**config.mk**
```make
export PLATFORM = sky130hd
export DESIGN_NAME = smd_div_stage
export DESIGN_NICKNAME = d
export VERILOG_FILES = /design/src/sv/smd_pkg.sv /design/src/sv/smd_div_stage.sv
export SDC_FILE = /design/constraint.sdc
export NUM_CORES = 1
export LEC_CHECK = 0
export ABC_AREA = 1
export BUFFER_PORTS_ARGS = -buffer_cell sky130_fd_sc_hd__buf_2
export CORE_MARGIN = 1.5
export CORE_UTILIZATION = 40
export DETAILED_ROUTE_END_ITERATION = 8
export GPL_ROUTABILITY_DRIVEN = 0
export HOLD_SLACK_MARGIN = 0.05
export PLACE_DENSITY = 0.73
export SLEW_MARGIN = 30
export SYNTH_ARGS = -nofsm -noshare
export SYNTH_HDL_FRONTEND = slang
export SYNTH_SLANG_ARGS = --single-unit
```
**constraint.sdc**
```tcl
create_clock -name clk -period 1.02 [get_ports clk]
set_input_delay 0.204 -clock clk [delete_from_list [all_inputs] [get_ports clk]]
set_output_delay 0.204 -clock clk [all_outputs]
set_load 0.01 [all_outputs]
```
**src/sv/smd_pkg.sv**
```systemverilog
// Package for the scaled multiply-divide block: mode codes, port width and
// the sideband record that travels down the divide pipeline. No dependencies.
`timescale 1ns / 1ps

package smd_pkg;

    // Width of every operand and result port
    localparam int PORT_W = 32;

    // Mode codes on the action port
    localparam logic ACT_SIGNED   = 1'b0;
    localparam logic ACT_UNSIGNED = 1'b1;

    // Per-transaction flags carried alongside the data
    typedef struct packed {
        logic neg;   // quotient must be negated at the end
        logic zdiv;  // divisor was zero, result forced to 0
    } smd_side_t;

endpackage

```
**src/sv/smd_div_stage.sv**
```systemverilog
// One registered step of the restoring divider: one quotient bit per stage.
// Depends on smd_pkg for the sideband record.
`timescale 1ns / 1ps

module smd_div_stage #(
    parameter int W = 32
) (
    input  logic              clk,
    input  logic              rst_n,
    input  logic              in_valid,
    input  smd_pkg::smd_side_t in_side,
    input  logic [W-1:0]      in_rem,
    input  logic [2*W-1:0]    in_dq,
    input  logic [W-1:0]      in_dvs,
    output logic              out_valid,
    output smd_pkg::smd_side_t out_side,
    output logic [W-1:0]      out_rem,
    output logic [2*W-1:0]    out_dq,
    output logic [W-1:0]      out_dvs
);
    import smd_pkg::*;

    logic [W:0]     trial;
    logic [W+1:0]   diff;
    logic           q_bit;
    logic [W-1:0]   rem_next;
    logic [2*W-1:0] dq_next;

    logic           valid_reg;
    smd_side_t      side_reg;
    logic [W-1:0]   rem_reg;
    logic [2*W-1:0] dq_reg;
    logic [W-1:0]   dvs_reg;

    // Shift in the next dividend bit and try subtracting the divisor
    always_comb
    begin
        trial    = {in_rem, in_dq[2*W-1]};
        diff     = {1'b0, trial} - {2'b00, in_dvs};
        q_bit    = ~diff[W+1];
        rem_next = q_bit ? diff[W-1:0] : trial[W-1:0];
        dq_next  = {in_dq[2*W-2:0], q_bit};
    end

    // Valid bit is control state; payload needs no reset
    always_ff @(posedge clk or negedge rst_n)
    begin
        if (!rst_n)
        begin
            valid_reg <= 1'b0;
        end
        else
        begin
            valid_reg <= in_valid;
        end
    end

    always_ff @(posedge clk)
    begin
        side_reg <= in_side;
        rem_reg  <= rem_next;
        dq_reg   <= dq_next;
        dvs_reg  <= in_dvs;
    end

    assign out_valid = valid_reg;
    assign out_side  = side_reg;
    assign out_rem   = rem_reg;
    assign out_dq    = dq_reg;
    assign out_dvs   = dvs_reg;

endmodule

```
# Yosys cells after proc, flatten, opt, wreduce, memory -nomap -nowiden
# Cells that the tools add are included.
dict set report word_totals {
  reg_bits 131
  out_inout_bits 131
}
dict set report op_classes {
  add_sub_neg 1
  muxes 1
  bitwise_logic 1
}
# operator count
set op_table {}
lappend op_table {{33-bit by 32-bit subtractor with 34-bit output} 1}
lappend op_table {{32-bit two-way mux} 1}
lappend op_table {{1-bit NOT} 1}

# Longest topological paths before layout
dict set report depth {
  ltp_word 2
  ltp_mapped 15
  mapped_depth_nobuf 15
}

# Worst setup path after synthesis
# OpenSTA, ideal clock, no wires.
dict set report synth_timing {
  path_kind {input -> register}
  startpoint {in in_dq[63]}
  endpoint {reg rem_reg[28] (netlist: out_rem[28])}
  setup_time_ps 112
  arrival_ps 1621
  required_ps 908
  setup_slack_ps -713
  cell_stages 14
  path_cell_list {inv_1 > ha_1 > inv_1 > fa_1 > nand3_1 > nand3_1 > nand2_1 > nand2_1 > nand2_1 > nand2_1 > nand2_1 > nand3_1 > nand3_2 > nand2_1}
}
dict set report synth_via {
  elab_chain_cells 2
}
# item line_no
set synth_lines {}
lappend synth_lines {{start: declaration} smd_div_stage.sv:13} ;# input logic [2*W-1:0] in_dq,
lappend synth_lines {{33-bit by 32-bit subtractor with 34-bit output} smd_div_stage.sv:39} ;# diff = {1'b0, trial} - {2'b00, in_dvs};
lappend synth_lines {{32-bit two-way mux} smd_div_stage.sv:41} ;# rem_next = q_bit ? diff[W-1:0] : trial[W-1:0];
lappend synth_lines {{named net rem_next[28]} smd_div_stage.sv:26} ;# logic [W-1:0] rem_next;
lappend synth_lines {{end signal: assignment} smd_div_stage.sv:61} ;# rem_reg <= rem_next;
lappend synth_lines {{end: declaration} smd_div_stage.sv:31} ;# logic [W-1:0] rem_reg;
# The timed path passes the listed nets, and every way through them passes these cells.

# Worst setup path after layout
dict set report layout_timing {
  startpoint {in in_dvs[13]}
  endpoint {reg rem_reg[13] (netlist: out_rem[13])}
}
dict set report layout_via {
  elab_chain_cells 2
}
# item line_no
set layout_lines {}
lappend layout_lines {{start: declaration} smd_div_stage.sv:14} ;# input logic [W-1:0] in_dvs,
lappend layout_lines {{33-bit by 32-bit subtractor with 34-bit output} smd_div_stage.sv:39}
lappend layout_lines {{32-bit two-way mux} smd_div_stage.sv:41}
lappend layout_lines {{named net rem_next[13]} smd_div_stage.sv:26}
# The timed path passes the listed nets, and every way through them passes these cells.

==> flow_metrics.env <==
export IMPL_layout_drive_gt1_share_pct=58.5
export IMPL_cp_max_fo=8
export IMPL_die_height_microns=123
export IMPL_syn_inst=770
export IMPL_drt_pass1_iter_count=9
export IMPL_holdWs_ns=0.0370
export IMPL_ff_latch_area_sq_mm=0.00274
export IMPL_rsz0062_at_grt="yes"
export IMPL_ys_seq_area_share_pct=45.6
export IMPL_p_per_area_mw_per_mm2=1520
export IMPL_cts_sinks=131
export IMPL_first_global_vias=7468
export IMPL_worst_setup_path_type="in2reg"
export IMPL_first_iter_violations=1138
export IMPL_num_vias=8274
export IMPL_max_freq_mhz=539
export IMPL_dp_hpwl_microns=14600
export IMPL_ios=264
export IMPL_cts_root_buffer="clkbuf_16"
export IMPL_cp_arrival_ns=2.24
export IMPL_rows=43
export IMPL_synth_net_count=936
export IMPL_grt_pass1_wl_microns=38400
export IMPL_hold_class="in2reg"
export IMPL_violations="negative setup slack"
export IMPL_cp_required_ns=1.40
export IMPL_cts_tree="built"
export IMPL_htreeDepth=4
export IMPL_period_minus_slack_ns=1.86
export IMPL_vdd_drop_max_mv=1.16
export IMPL_coreArea_sq_mm=0.0140
export IMPL_vias_per_cell=5.53
export IMPL_wl_per_cell_microns=23.4
export IMPL_initial_core_util_pct=41.2
export IMPL_finalHoldViolCount=0
export IMPL_syn_to_final_growth_pct=110
export IMPL_ys_flop_type="dfxtp_1"
export IMPL_antenna_found_initial=1
export IMPL_finalSetupViolCount=164
export IMPL_start_kind="input port"
export IMPL_holdPathStages=3
export IMPL_outcome="complete, but fails checks"
export IMPL_track_usage_pct=33.5
export IMPL_synth_edff_count=0
export IMPL_grt_max_degree=17
export IMPL_final_antenna_net_count=0
export IMPL_cts_path_max_buffers=2
export IMPL_final_nets=1467
export IMPL_worst_pin_slew_ns=0.330
export IMPL_fin_ws_ns=-0.837
export IMPL_drv_cap=0
export IMPL_drc=0
export IMPL_slew_viol_final=0
export IMPL_yosys_warnings=0
export IMPL_die_x_microns=123
export IMPL_clkTransAtPathRegs_ns=0.07
export IMPL_cp_end_kind="register"
export IMPL_dieArea_sq_mm=0.0151
export IMPL_p_leak_uw=0.00615
export IMPL_power_total_uw=18400
export IMPL_drt_wl_total_microns=34900
export IMPL_synth_area_per_cell_sq_um=7.49
export IMPL_period_share_pct=182
export IMPL_cts_buffers_inserted=17
export IMPL_timing_slew_headroom_pct=78.0
export IMPL_async_flop_share_pct=0.763
export IMPL_synth_cell_type_count=31
export IMPL_multi_input_area_sq_mm=0.00372
export IMPL_placement_io_buffers=263
export IMPL_overflow=0
export IMPL_fillers=574
export IMPL_ys_ff_latch=131
export IMPL_syn_area_sq_mm=0.00576
layout by cell type (no fill, tap or decap), types with 3 or more instances in the layout:
cell | Yosys | routed
buf_6 | 2 | 101
dlygate4sd3_1 | 0 | 110
nand3_1 | 58 | 43
nand3b_1 | 5 | 5
buf_2 | 5 | 165
inv_1 | 142 | 104
inv_6 | 0 | 6
nand3_2 | 14 | 25
nor3_2 | 1 | 3
bufinv_16 | 0 | 3
inv_4 | 0 | 5
a21oi_1 | 18 | 9
xor2_1 | 15 | 14
nor2_2 | 3 | 11
buf_8 | 0 | 6
ha_4 | 0 | 32
nand2_1 | 264 | 175
nand2_8 | 1 | 9
a21oi_2 | 1 | 7
nand2_4 | 1 | 22
a21oi_4 | 0 | 3
inv_2 | 3 | 34
and2_1 | 10 | 9
nand3_4 | 0 | 4
dfxtp_1 | 130 | 45
buf_4 | 1 | 128
nand4_1 | 7 | 7
nand2_2 | 4 | 70
o21bai_1 | 3 | 3
buf_12 | 1 | 4
clkbuf_16 | 0 | 17
dfxtp_2 | 0 | 83
nor2_1 | 40 | 17
nor2_4 | 1 | 16
inv_8 | 0 | 3
cells in the mapped netlist (all sizes together), types with 4 or more instances:
| master | n | area share, % |
|---|---|---|
| dfxtp | 130 | 45 |
| nand2 | 270 | 18 |
| nand3 | 72 | 7.5 |
| nor3 | 4 | 0.43 |
| nand4 | 7 | 0.76 |
| nor2 | 44 | 3.1 |
| inv | 145 | 9.4 |
| a21oi | 19 | 1.7 |
| nand3b | 5 | 0.65 |
| and2 | 10 | 1.1 |
| xor2 | 15 | 2.3 |
| buf | 9 | 1.3 |
| ha | 32 | 6.9 |
final cells by class:
type	count	share of cell area (%)
inverter	145	4.74
antenna	1	0.0207
tap	180	1.86
clock buffer	18	3.55
timing repair buffer	515	34.9
multi-input combinational	491	30.7
clock inverter	14	1.58
sequential	131	22.6
final timing paths:
check / to / slack (ns) / startpoint
max: out_rem[13]$_DFF_P_ / -0.84 / in_dvs[13]
min: out_rem[29]$_DFF_P_ / 0.04 / in_rem[28]
max in group asynchronous: out_valid$_DFF_PN0_ / 0.82 / rst_n
min in group asynchronous: out_valid$_DFF_PN0_ / 0.11 / rst_n
stage by stage:
stage               TNS [ns]  utilization, %  cells  area [sq um]  setup WS (ns)
floorplan             -17.47               -    770          6200         -0.562
global placement      -27.47            60.3   1308          8440          -1.04
detailed placement    -28.43            60.3   1308          8440          -1.08
CTS                   -14.72            81.1   1484         11300         -0.317
global route          -37.45            86.5   1495         12100         -0.855
finish                -35.47            86.5   1495         12100         -0.837
sequential cells by signal (all words and copies together), names as in the netlist:
signal and cells:
out_valid 1, out_rem 32, out_side 2, out_dq 64, out_dvs 32
metal layers:
layer	GRT usage (%)	vias to the layer above	part of all wire (%)
li1	-	3416	-
met1	35.5	3734	32
met2	57.5	773	45
met3	10.7	351	12
met4	21.7	0	11
met5	0	-	0
repair_timing:
item | CTS | global route
pin swaps | 39 | 48
endpoints found under the hold margin | 110 | 0
resized for setup | 251 | 192
buffers inserted | 28 | 9
hold buffers | 110 | 0
endpoints found under the setup margin | 164 | 164
cloned | 6 | 1
cells by family after synthesis:
logic type,share of synthesized area (%)
buffers and inverters,10.7
AND/OR/NAND/NOR,31.9
XOR/XNOR,2.28
adder cells (fa/ha/maj),7.29
AO/OA/AOI/OAI,2.19
flip-flops,45.6
report_power, final:
group          switching, uW  internal, uW  total (uW)
clock network           2840          3940        6780
logic                   2980          2740        5730
registers                236          5650        5880
total                   6060         12300       18400
worst max-delay path, cell delays in order:
cell and delay (ns):
buf_2 0.10, inv_1 0.16, ha_4 0.38, nand2_4 0.09, nor2_4 0.16, nand2_1 0.11
inv_2 0.18, nand2_4 0.13, nand2_4 0.14, buf_12 0.12, nand2_8 0.13, nand2_8 0.16
nand2_2 0.08, nand2_1 0.09
No activity file was read; power rests on OpenSTA's default activity.
